File: src/rtl/core/sdct_table.sv
module sdct_table #(
    parameter int DEPTH  = 256,
    parameter int DATA_W = 17
) (
    input  logic                     clk,
    input  logic                     wr_en,
    input  logic [$clog2(DEPTH)-1:0] wr_addr,
    input  logic [DATA_W-1:0]        wr_data,
    input  logic                     rd_en,
    input  logic [$clog2(DEPTH)-1:0] rd_addr,
    output logic [DATA_W-1:0]        rd_data
);

    logic [DATA_W-1:0] mem [DEPTH];

    always_ff @(posedge clk)
    begin
        if (wr_en)
        begin
            mem[wr_addr] <= wr_data;
        end
        if (rd_en)
        begin
            rd_data <= mem[rd_addr];
        end
    end

endmodule

File: config.mk
export PLATFORM = sky130hd
export DESIGN_NAME = sdct_table
export DESIGN_NICKNAME = d
export VERILOG_FILES = /design/src/rtl/core/sdct_table.sv
export SDC_FILE = /design/constraint.sdc
export NUM_CORES = 2
export LEC_CHECK = 0
export BUFFER_PORTS_ARGS = -buffer_cell sky130_fd_sc_hd__clkbuf_2
export CORE_MARGIN = 2
export CORE_UTILIZATION = 62
export DETAILED_ROUTE_END_ITERATION = 7
export GPL_ROUTABILITY_DRIVEN = 1
export HOLD_SLACK_MARGIN = 0.06
export PLACE_DENSITY = 0.78
export SYNTH_ARGS = -nofsm -noshare
export SYNTH_HDL_FRONTEND = slang
export SYNTH_MEMORY_MAX_BITS = 65536
export SYNTH_SLANG_ARGS = --single-unit
File: constraint.sdc
create_clock -name clk -period 2.9 [get_ports clk]
set_input_delay 0.145 -clock clk [delete_from_list [all_inputs] [get_ports clk]]
set_output_delay 0.145 -clock clk [all_outputs]
set_load 0.05 [all_outputs]
==> results_dict.tcl <==
set metrics [dict create \
    yosys.area.top_type_share 0.772 \
    startpoint "mem[177][7]" \
    yosysSeqAreaShare 0.772 \
    die_x_microns 527 \
    finalClockSkew_ns 0.100 \
    area_delta_synth_final_pct 16.0 \
    finalHoldViolCount 0 \
    grt_pass1_vias 92100 \
    setup_tns_ns -0.0187 \
    numCtsBuffers 422 \
    async_flop_share 0 \
    r2r_start "mem[177][7]" \
    most-common-layout-cells "edfxtp_1, buf_4, mux4_2, mux2i_1, clkbuf_16" \
    cts_root_buf "clkbuf_16" \
    dpl.hpwl_mm 287 \
    yosys.area.top_type "edfxtp_1" \
    synth_area_sq_mm 0.170 \
    drt_drc_violations_left 1 \
    synth_fp_nets 7833 \
    wl_per_cell_microns 37.7 \
    mostFrequentLayoutCell "edfxtp_1" \
    globalplace.congestion 1.03 \
    fin_util 0.721 \
    drt_first_pass_iters 8 \
    slew_headroom 0.0655 \
    die_y_microns 527 \
    rsz0062_at_grt "no" \
    postRouteAntennaNets 0 \
    startpoint_type "flip-flop" \
    yosysUniqueCellTypes 73 \
    drive_above_1_share 0.307 \
    clk_pin_slew_ns 0.06 \
    hp-start "wr_data[12]" \
    cts_tree "yes" \
    ys_ff_latch 4369 \
    synth_edf_count 4369 \
    fin_nets 9017 \
    grt.overflow.total 0 \
    layout_setup_ws_ns -0.0187 \
    antenna_found_initial 32 \
    timing.final.max_slew_violations 0 \
    core-area_sq_mm 0.273 \
    synthCells 7797 \
    grt_usage 0.353 \
    fp.dieArea_sq_mm 0.278 \
    max_freq_mhz 343 \
    io_buffers 52 \
    avgSynthCellArea_sq_um 21.8 \
    hold_path_class "in2reg" \
    routed_wl_mm 488 \
    drt_iter0_markers 16000 \
    crit_fanout 2 \
    instances_no_fill 12900 \
    outcome "complete, but fails checks" \
    finalSetupViolCount 1 \
    maxCapViolCount 0 \
    initial_utilization 0.622 \
    vias 92100 \
    arrival_ns 3.62 \
    pin_count 53 \
    leakage_nw 64.4 \
    vias_per_cell 7.12 \
    fin_crit_sh 1.01 \
    clock_latency_ns 1.04 \
    dp.cells 12100 \
    ir_worst_vdd_v 0.000557 \
    crit_required_ns 3.60 \
    grt_pass1_wl_mm 687 \
    violations "DRC, setup timing" \
    power_density_mw_per_mm2 674 \
    cts_sinks 4369 \
    synthTopCellsByArea "edfxtp_1, mux4_2, mux2i_1" \
    cts_buffer_depth 4 \
    cp-end-kind "flip-flop" \
    htreeDepth 5 \
    period_minus_slack_ns 2.92 \
    critPathKind "reg2reg" \
    cts_setup_buffers 0 \
    row_count 192 \
    grt_start_max_net_pins 134 \
    synth-main-ff-cell "edfxtp_1" \
    tightestPinTransition_ns 1.38 \
    yosys_warnings 0 \
]
[path summary, 6_finish.rpt]
path         slack (ns)      endpoint  cells past startpoint
min reg2reg        1.25    rd_data[8]                      7
max reg2reg       -0.02    rd_data[7]                      6
max               -0.02    rd_data[7]                      6
min                0.15  mem[254][12]                      2
[critical path: stages, from the launching register on]
cell	delay, ns
edfxtp_1	0.39
mux4_1	0.59
mux4_2	0.54
a22oi_1	0.21
buf_4	0.17
nand3_1	0.35
and4_1	0.35
[registers in the layout, indices dropped and copies added, names as in the netlist]
name and flops:
mem 4352, rd_data 17
[per-layer routing]
layer | part of all wire | wire length (microns) | track usage | vias to the layer above
met1 | 0.33 | 162000 | 0.470 | 47100
met5 | 0.00047 | 228 | 0.00156 | -
li1 | - | - | - | 35400
met4 | 0.061 | 30000 | 0.184 | 28
met2 | 0.46 | 225000 | 0.534 | 8095
met3 | 0.15 | 70900 | 0.105 | 1475
[where the power goes]
| group | leakage [nW] | switching (mW) | total, mW | internal, mW |
|---|---|---|---|---|
| registers | 39.3 | 0.122 | 69.8 | 69.6 |
| clock network | 6.67 | 24.2 | 55.2 | 31.0 |
| logic | 18.4 | 4.92 | 7.84 | 2.92 |
[cells in the mapped netlist (5+ instances only)]
library cell / number
buf_4: 37
nand2_1: 216
nor3b_1: 5
buf_12: 44
o2111ai_1: 5
a31oi_1: 14
mux4_2: 897
buf_6: 57
a21oi_1: 108
buf_2: 95
or3_1: 14
o22ai_1: 186
nand4_1: 21
o221ai_1: 134
o22a_1: 11
clkbuf_1: 150
nand3b_1: 6
mux4_1: 46
and4_1: 6
and3_1: 8
a22oi_1: 33
mux2i_1: 509
nor4_1: 14
o31ai_1: 5
nand3_1: 65
nor3_1: 109
edfxtp_1: 4369
a32oi_1: 9
buf_1: 38
o311a_1: 14
a211oi_1: 16
a221oi_1: 5
nor2_1: 333
a311oi_1: 6
o311ai_0: 13
a32o_1: 5
mux2_2: 20
buf_8: 30
nor2b_1: 14
o21ai_0: 42
clkbuf_8: 12
a22o_1: 13
[cell families (layout without fill, tap and decap cells)]
| logic type | count (synthesis) | after routing | synth area share |
|---|---|---|---|
| flip-flops | 4369 | 4369 | 0.772 |
| buffers and inverters | 471 | 2006 | 0.0214 |
| multiplexers | 1472 | 1472 | 0.157 |
| AO/OA/AOI/OAI | 649 | 649 | 0.0270 |
| AND/OR/NAND/NOR | 836 | 836 | 0.0219 |
| other | 0 | 14 | 0 |
[through the flow]
stage	total power, mW	hold slack (ns)	cell area, sq um	setup WS (ns)
3_3_place_gp	78.3	0.532	183000	-0.865
4_1_cts	133	0.0749	197000	0.000342
3_5_place_dp	78.5	0.533	183000	-0.995
2_1_floorplan	74.7	0.244	170000	0.447
5_1_grt	135	0.146	197000	0.00633
6_report	133	0.154	197000	-0.0187
[area by class of cell]
class,instances,area (sq um)
multi-input combinational,2957,35500
fill,14400,76200
inverter,5,31.3
tap,3589,4490
clock buffer,502,10900
antenna,14,35.0
clock inverter,273,2920
sequential,4369,131000
timing repair buffer,1226,11900
[what timing repair did]
item                                    CTS  global route
hold buffers                             25             0
pin swaps                                 0             2
setup endpoints to repair                 3             5
gates resized for setup                   6             7
endpoints found under the hold margin  3407             0
(Power assumes the default switching activity.)
