### config.mk
export PLATFORM = sky130hd
export DESIGN_NAME = sdct_alu
export DESIGN_NICKNAME = d
export VERILOG_FILES = /design/src/rtl/core/sdct_alu.sv
export SDC_FILE = /design/constraint.sdc
export NUM_CORES = 1
export LEC_CHECK = 0
export BUFFER_PORTS_ARGS = -buffer_cell sky130_fd_sc_hd__buf_2
export CELL_PAD_IN_SITES_DETAIL_PLACEMENT = 1
export CELL_PAD_IN_SITES_GLOBAL_PLACEMENT = 2
export CORE_ASPECT_RATIO = 1.2
export CORE_MARGIN = 10
export CORE_UTILIZATION = 27
export DETAILED_ROUTE_END_ITERATION = 7
export GPL_TIMING_DRIVEN = 1
export PLACE_DENSITY_LB_ADDON = 0.1
export REMOVE_ABC_BUFFERS = 1
export SYNTH_ARGS = -nofsm -noshare
export SYNTH_HDL_FRONTEND = slang
export SYNTH_SLANG_ARGS = --single-unit
### constraint.sdc
create_clock -name vclk -period 8.2
set_clock_uncertainty 0.2 [all_clocks]
set_input_delay 1.64 -clock vclk [all_inputs]
set_output_delay 1.64 -clock vclk [all_outputs]
set_load 0.05 [all_outputs]
### src/rtl/core/sdct_alu.sv
module sdct_alu #(
    parameter int OPW = 17
) (
    input  logic           sub,
    input  logic [OPW-1:0] a,
    input  logic [OPW-1:0] b,
    output logic [OPW-1:0] res
);

    logic [OPW-1:0] b_op;

    // Subtraction is a plus the inverted b with a carry in; the top bit flags a below b.
    always_comb
    begin
        b_op = sub ? ~b : b;
        res  = a + b_op + OPW'(sub);
    end

endmodule

==> results of run 1 <==
-- worst max path at each step --
stage          startpoint      end  slack (ns)  cells past startpoint
6_report              sub  res[14]        2.09                     11
5_1_grt               sub  res[14]        1.85                     11
4_1_cts               sub  res[14]        2.05                     11
3_5_place_dp          sub  res[14]        2.06                     11
3_3_place_gp          sub  res[14]        2.10                     11
2_1_floorplan         sub  res[12]        2.43                      9
-- per-layer routing --
metal  up-vias  track usage  part of all wire
li1        585            -                 -
met1       523        0.106              0.41
met2        29        0.189              0.52
met3         0       0.0172             0.072
met4         0            0                 0
met5         -            0                 0
-- final cells by class --
cell class,instances,area share
multi-input cells,124,0.740
repair buffers,52,0.202
well taps,39,0.0378
inverters,7,0.0203
-- cell usage in the layout, fill, tap and decap left out, types with 3 or more instances in the layout --
cell	count
a21o_1	3
nand2_1	10
and3_1	3
xnor2_1	7
buf_2	52
ha_1	15
nand3_1	4
xor2_1	22
o21ai_0	11
nor2_1	6
o211ai_1	3
a21oi_1	11
inv_1	7
-- worst max-delay path, cell delays in order --
cell     delay (ns)
buf_2          0.39
xor2_1         0.24
inv_1          0.08
fa_1           0.47
nor2b_4        0.14
o31a_1         0.19
a41oi_2        0.15
a31oi_2        0.33
o21ai_0        0.15
a211o_1        0.27
buf_2          0.21
-- kinds of logic (layout without fill, tap and decap cells) --
family | after synthesis | in the layout | share of synthesized area
compound gates | 43 | 43 | 0.300
simple gates | 35 | 35 | 0.182
xor+xnor | 29 | 29 | 0.253
fa+ha+maj | 16 | 16 | 0.207
buf+inv | 12 | 59 | 0.0486
mux | 1 | 1 | 0.00996
-- per-stage QoR --
stage	setup WS (ns)	cells
floorplan	2.43	131
global placement	2.10	222
detailed placement	2.06	222
CTS	2.05	222
global route	1.85	222
finish	2.09	222
-- power breakdown --
| group | switching, µW | internal, µW | leakage (µW) | total (µW) |
|---|---|---|---|---|
| logic | 165 | 68.9 | 0.000662 | 234 |
| clock network | 0 | 0 | 0 | 0 |
| registers | 0 | 0 | 0 | 0 |
| total | 165 | 68.9 | 0.000662 | 234 |
==> reports/results.ini, run 1 <==
[floorplan]
start_util=0.279
row_count=24
die_x_um=75.7
io_pins=52
core-area_um2=3600
fp.dieArea_um2=6570
die_h_um=86.8

[cells_and_area]
diodes=0
area_growth_pct=28.5
num-clock-buffers=0
fillCellCount=488
layout.area.seq_um2=0
multi_input_area_um2=956
nFlopsAndLatches=0
postLayoutCoreUtil=0.358
fin_nets=236
final_area_um2=1290
layout-drive-gt1-share=0.311

[detailed_routing]
wl_per_cell_um=14.9
drtIter0Drc=37
routed_wl_um=3310
drc=0
antenna_left=0
drt_pass1_iterations=4
via_count=1137
drt-vias-per-instance=5.12

[grt]
grtUsageTotal=0.0956
antenna_found_initial=0
grt_pass1_wl_um=5380
grt_max_degree=18
first_global_vias=1245
grt_overflow_total=0

[synthesis]
synth_seq_area_share=0
synth_largest_area_cell=xor2_1
synth_area_leaders=xor2_1, ha_1, xnor2_1
synth_top_cells_by_count=xor2_1, ha_1, a21oi_1, o21ai_0, nand2_1
netlist_area_um2=1000
synth_warnings=0
synthMostInstantiatedCell=xor2_1
netlist_instances=136
syn_area_per_cell_um2=7.39
yosys.cell_types.count=39
yosysTopAreaCellShare=0.192

[critical_path]
arrival_ns=4.27
worstPathRequired_ns=6.36
cp-end-kind=output pin
cp-start-kind=input port
cp_max_fo=17
worstSetupPathType=input port to output pin

[timing]
final_hold_viol_count=0
setup_viol=0
fin_setup_tns_ns=0
fmax_mhz=164
slew_headroom=0.679
period_share=0.746
slew_violations=0
rsz0062_at_grt=false
worst_hold_slack_ns=3.44
worst_pin_slew_ns=0.481
fin_crit_ns=6.11

[pwr]
power_leakage_uw=0.000662
p_total_uw=234
p_per_area_nw_per_um2=181
vdd_drop_max_v=0.0000748

[cts]
cts_hold_buf=0
post_cts_resized=0
cts_setup_buffers=0

[placement]
place_area_um2=1290
portBuffers=52
gp_congestion=0.854
dp_hpwl_um=2920

[worst_hold_path]
hp-class=input port to output pin
worstHoldStart=a[0]
hold_path_end=res[0]
min_path_cells=3

[outcome]
status=finished clean

[job]
drv_cap=0

(Power assumes the default switching activity.)
==> inputs of run 2 (changes only) <==
--- a/config.mk
+++ b/config.mk
@@ -10,7 +10,7 @@
 export CELL_PAD_IN_SITES_GLOBAL_PLACEMENT = 2
 export CORE_ASPECT_RATIO = 1.2
 export CORE_MARGIN = 10
-export CORE_UTILIZATION = 27
+export CORE_UTILIZATION = 22
 export DETAILED_ROUTE_END_ITERATION = 7
 export GPL_TIMING_DRIVEN = 1
 export PLACE_DENSITY_LB_ADDON = 0.1
==> constraint.sdc (replaced) <==
create_clock -name vclk -period 5.32
set_clock_uncertainty 0.2 [all_clocks]
set_input_delay 1.064 -clock vclk [all_inputs]
set_output_delay 1.064 -clock vclk [all_outputs]
set_load 0.05 [all_outputs]
==> run 2 against run 1 <==
  * Cell area rose by 2.2%
  * Critical path depth unchanged
  * Combinational power grew 54%
  * Die area grew 17%
  * Sequential share of layout area is the same
  * Setup slack lost 1.7 ns
  * Global-route usage decreased by 0.88 points
  * Non-clock buffer count grew 1
  * Power up 54%
  * Highest routed layer unchanged
  * Wire length is 0.85% higher
  * Sequential cell count unchanged
  * Count of clock-buffer cells in the layout unchanged
==> reports/results.ini, run 2 (synthesis gave the netlist of run 1 again) <==
[outcome]
status=finished clean

[floorplan]
start_util=0.232  ; -0.0466
die_x_um=81.7  ; +7.9%
fp.dieArea_um2=7680  ; +17%
row_count=26  ; +8.3%
io_pins=52  ; unchanged
core-area_um2=4330  ; +20%
die_h_um=94.0  ; +8.3%

[detailed_routing]
antenna_left=0  ; unchanged
drc=0  ; unchanged
drt_pass1_iterations=3  ; -1
drtIter0Drc=18  ; -51%
via_count=1135  ; -0.18%
routed_wl_um=3340  ; +0.85%
drt-vias-per-instance=4.73  ; -7.7%
wl_per_cell_um=13.9  ; -6.7%

[critical_path]
slowest_stage=fa_1
cpMostUsedCell=buf_2
crit_path_end=res[14]
cp_max_fo=14  ; -3
worstPathRequired_ns=4.06  ; -2.30 ns
cp-end-kind=output pin
cp-start-kind=input port
arrival_ns=3.63  ; -0.64 ns
path_cells=buf_2, xor2_1, inv_1, fa_1, nor2b_4, o31a_1, a41oi_2, a31oi_2, o21ai_0, a211o_1, buf_2
cpPeakStageDelay_ns=0.48  ; about the same
worstSetupPathType=input port to output pin
crit_path_start=sub

[grt]
grtUsageTotal=0.0867  ; -0.00885
grt_pass1_wl_um=5730  ; +6.4%
first_global_vias=1243  ; -0.16%
grt_overflow_total=0  ; unchanged
antenna_found_initial=0  ; unchanged
grt_max_degree=15  ; -3

[placement]
dp_cells=240  ; +8.1%
portBuffers=52  ; unchanged
dp_hpwl_um=2990  ; +2.4%
gp_congestion=0.742  ; -13%

[cells_and_area]
fillCellCount=569  ; +17%
layout.area.seq_um2=0  ; unchanged
fin_nets=237  ; +0.42%
area_growth_pct=31.4
diodes=0  ; unchanged
num-clock-buffers=0  ; unchanged
postLayoutCoreUtil=0.305  ; -0.0532
final_cells=240  ; +8.1%
final_common_cell=buf_2
multi_input_area_um2=956  ; unchanged
nFlopsAndLatches=0  ; unchanged
layout-drive-gt1-share=0.315  ; +0.00374
final_cell_mix=buf_2, xor2_1, ha_1, o21ai_0, a21oi_1

[pwr]
p_int_uw=107  ; +55%
swShare=0.704  ; -0.00204
power_leakage_uw=0.000667  ; +0.73%
vdd_drop_max_v=0.0000968  ; +29%
p_seq_frac=0  ; unchanged
power.share.clock=0  ; unchanged
combPwrFrac=1.000  ; about the same
p_per_area_nw_per_um2=272  ; +50%
p_sw_uw=253  ; +53%

[timing]
slew_headroom=0.734  ; +0.0549
fin_setup_tns_ns=0  ; unchanged
fin_crit_ns=4.89
period_share=0.919
final_hold_viol_count=0  ; unchanged
slew_violations=0  ; unchanged
fmax_mhz=205
setup_viol=0  ; unchanged
worst_pin_slew_ns=0.399  ; -0.0824 ns
rsz0062_at_grt=false

[cts]
cts_hold_buf=0  ; unchanged
post_cts_resized=0  ; unchanged
cts_setup_buffers=0  ; unchanged

[job]
drv_cap=0  ; unchanged

[worst_hold_path]
hp-class=input port to output pin

[run 2: cell types whose count changed in the layout (fill, tap and decap cells not counted), sizes merged]
cell  delta
buf      +1
[run 2: per-stage QoR]
stage               hold WS, ns  setup WS (ns)  cell area (µm²)  power, µW
CTS                        2.29          0.366             1320        368
floorplan                  2.20          0.703              982        278
detailed placement         2.29          0.377             1320        366
global placement           2.29          0.421             1320        363
global route               2.31          0.168             1320        394
finish                     2.29          0.431             1320        360
[run 2: cell type report]
| type | instances | share of cell area |
|---|---|---|
| repair buffers | 53 | 0.203 |
| well taps | 56 | 0.0531 |
| inverters | 7 | 0.0199 |
| multi-input cells | 124 | 0.724 |
[run 2: how the worst min path moves through the flow]
stage	from	endpoint	slack [ns]	cells after the start
6_report	a[0]	res[0]	2.29	3
3_3_place_gp	a[0]	res[0]	2.29	3
4_1_cts	a[0]	res[0]	2.29	3
3_5_place_dp	a[0]	res[0]	2.29	3
2_1_floorplan	b[0]	res[0]	2.20	1
5_1_grt	a[0]	res[0]	2.31	3
[run 2: power by group through the flow]
stage / clock [µW] / sequential, µW / combinational [µW]
2_1_floorplan: 0 / 0 / 278
3_3_place_gp: 0 / 0 / 363
3_5_place_dp: 0 / 0 / 366
4_1_cts: 0 / 0 / 368
5_1_grt: 0 / 0 / 394
6_report: 0 / 0 / 360
[run 2: critical path, delay by kind of cell]
family                   cells  cell delay [ns]
AO/OA/AOI/OAI                5             1.07
XOR/XNOR                     1             0.24
adder cells (fa/ha/maj)      1             0.48
buffers and inverters        3             0.63
AND/OR/NAND/NOR              1             0.14
[run 2: metal layers]
metal,up-vias,GRT usage,wire length (µm)
met5,-,0,0
met2,22,0.170,1770
met1,525,0.0988,1390
met4,0,0,0
li1,588,-,-
met3,0,0.0144,189
==> inputs of run 3 (changes only) <==
--- a/config.mk
+++ b/config.mk
@@ -5,13 +5,14 @@
 export SDC_FILE = /design/constraint.sdc
 export NUM_CORES = 1
 export LEC_CHECK = 0
-export BUFFER_PORTS_ARGS = -buffer_cell sky130_fd_sc_hd__buf_2
 export CELL_PAD_IN_SITES_DETAIL_PLACEMENT = 1
 export CELL_PAD_IN_SITES_GLOBAL_PLACEMENT = 2
 export CORE_ASPECT_RATIO = 1.2
 export CORE_MARGIN = 10
-export CORE_UTILIZATION = 22
+export CORE_UTILIZATION = 32
 export DETAILED_ROUTE_END_ITERATION = 7
+export DONT_BUFFER_PORTS = 1
+export GPL_ROUTABILITY_DRIVEN = 0
 export GPL_TIMING_DRIVEN = 1
 export PLACE_DENSITY_LB_ADDON = 0.1
 export REMOVE_ABC_BUFFERS = 1
==> run 3 against run 2 <==
  * Die area down 25%
  * Utilization grew 6.6 points
  * Cell area fell by 15%
  * Hold slack worse by 0.082 ns
  * Count of clock-buffer cells in the layout stayed put
  * Final cell count decreased by 25%
  * Combinational power barely moved
  * Largest cell class unchanged
  * First-iteration DRC count rose to 3.3 times the previous value
  * Critical endpoint is now res[16]
  * Wire length fell by 7.8%
  * Power shrank 0.58%
  * Critical path type unchanged
  * Sequential share of layout area unchanged
==> reports/results.ini, run 3 (synthesis gave the netlist of run 1 again) <==
[outcome]
status=finished clean

[pwr]
combPwrFrac=1.000  ; about the same
p_sw_uw=246  ; -3.0%
p_seq_frac=0  ; unchanged
power.share.clock=0  ; unchanged
p_int_uw=112  ; +5.1%
vdd_drop_max_v=0.000145  ; +50%
p_per_area_nw_per_um2=318  ; +17%
swShare=0.687  ; -0.0170
power_leakage_uw=0.000520  ; -22%

[floorplan]
die_x_um=71.2  ; -13%
die_h_um=81.4  ; -13%
io_pins=52  ; unchanged
start_util=0.332  ; +0.0996
row_count=22  ; -15%
core-area_um2=3030  ; -30%
fp.dieArea_um2=5790  ; -25%

[timing]
setup_viol=0  ; unchanged
period_share=0.861  ; -0.0581
fin_setup_tns_ns=0  ; unchanged
fmax_mhz=218  ; +6.7%
fin_crit_ns=4.58  ; -0.309 ns
final_hold_viol_count=0  ; unchanged
rsz0062_at_grt=false
slew_violations=0  ; unchanged
worst_pin_slew_ns=1.00  ; +0.605 ns
worst_hold_slack_ns=2.20  ; -0.0825 ns
slew_headroom=0.329  ; -0.405

[detailed_routing]
wl_per_cell_um=17.1  ; +23%
drt_pass1_iterations=3  ; unchanged
routed_wl_um=3080  ; -7.8%
via_count=991  ; -13%
drtIter0Drc=60  ; +42
antenna_left=0  ; unchanged
drt-vias-per-instance=5.51  ; +16%
drc=0  ; unchanged

[grt]
grtUsageTotal=0.101  ; +0.0140
grt_max_degree=18  ; +3
grt_overflow_total=0  ; unchanged
antenna_found_initial=0  ; unchanged
first_global_vias=1118  ; -10%
grt_pass1_wl_um=5060  ; -12%

[cells_and_area]
nFlopsAndLatches=0  ; unchanged
layout.area.seq_um2=0  ; unchanged
area_growth_pct=12.0
final_cell_mix=xor2_1, ha_1, buf_4, o21ai_0, a21oi_1
postLayoutCoreUtil=0.371  ; +0.0664
fin_nets=197  ; -17%
final_common_cell=xor2_1
num-clock-buffers=0  ; unchanged
layout-drive-gt1-share=0.125  ; -0.190
diodes=0  ; unchanged

[critical_path]
cpPeakStageDelay_ns=0.45  ; -0.03 ns
worstSetupPathType=input port to output pin
path_cells=mux2i_1, fa_1, nor2b_4, o31a_1, a41oi_2, a31oi_2, or3_1, a32o_1
arrival_ns=3.32  ; -0.31 ns
cp_max_fo=5  ; -9
cp-start-kind=input port
slowest_stage=a32o_1
worstPathRequired_ns=4.06  ; about the same
cp-end-kind=output pin

[placement]
portBuffers=0  ; -100%
dp_hpwl_um=2650  ; -11%

[cts]
post_cts_resized=0  ; unchanged
cts_hold_buf=0  ; unchanged
cts_setup_buffers=0  ; unchanged

[job]
drv_cap=0  ; unchanged

[worst_hold_path]
hp-class=input port to output pin
min_path_cells=1  ; -2

-- run 3: changes by cell type in the layout (fill, tap and decap cells not counted), sizes merged --
cell,before,now
buf,53,13
-- run 3: final timing paths --
path	startpoint	end	slack [ns]
hold / removal	b[0]	res[0]	2.20
setup / recovery	b[0]	res[16]	0.74
-- run 3: cell type report --
class | instances | area [µm²]
multi-input combinational | 124 | 956
timing repair buffer | 13 | 97.6
tap | 36 | 45.0
fill | 389 | 1900
inverter | 7 | 26.3
-- run 3: per-stage QoR --
step           worst slack [ns]  power, µW  area (µm²)  cells
2_1_floorplan             0.703        278         982    131
3_3_place_gp              0.831        359        1120    180
3_5_place_dp              0.739        362        1120    180
4_1_cts                   0.719        363        1120    180
5_1_grt                   0.566        389        1120    180
6_report                  0.740        358        1120    180
-- run 3: critical path, delay by kind of cell --
family          cells  cell delay (ns)
mux                 1             0.34
compound gates      4             1.13
fa+ha+maj           1             0.35
simple gates        2             0.43
-- run 3: power groups by stage --
| stage | clock, µW | sequential, µW | combinational, µW |
|---|---|---|---|
| 2_1_floorplan | 0 | 0 | 278 |
| 3_3_place_gp | 0 | 0 | 359 |
| 3_5_place_dp | 0 | 0 | 362 |
| 4_1_cts | 0 | 0 | 363 |
| 5_1_grt | 0 | 0 | 389 |
| 6_report | 0 | 0 | 358 |
-- run 3: routing by layer --
metal	wire, µm	up-vias	part of all wire	global-route usage
met2	1650	23	0.53	0.192
met1	1170	462	0.38	0.111
met4	0	0	0	0
met3	262	0	0.085	0.0341
li1	-	506	-	-
met5	0	-	0	0
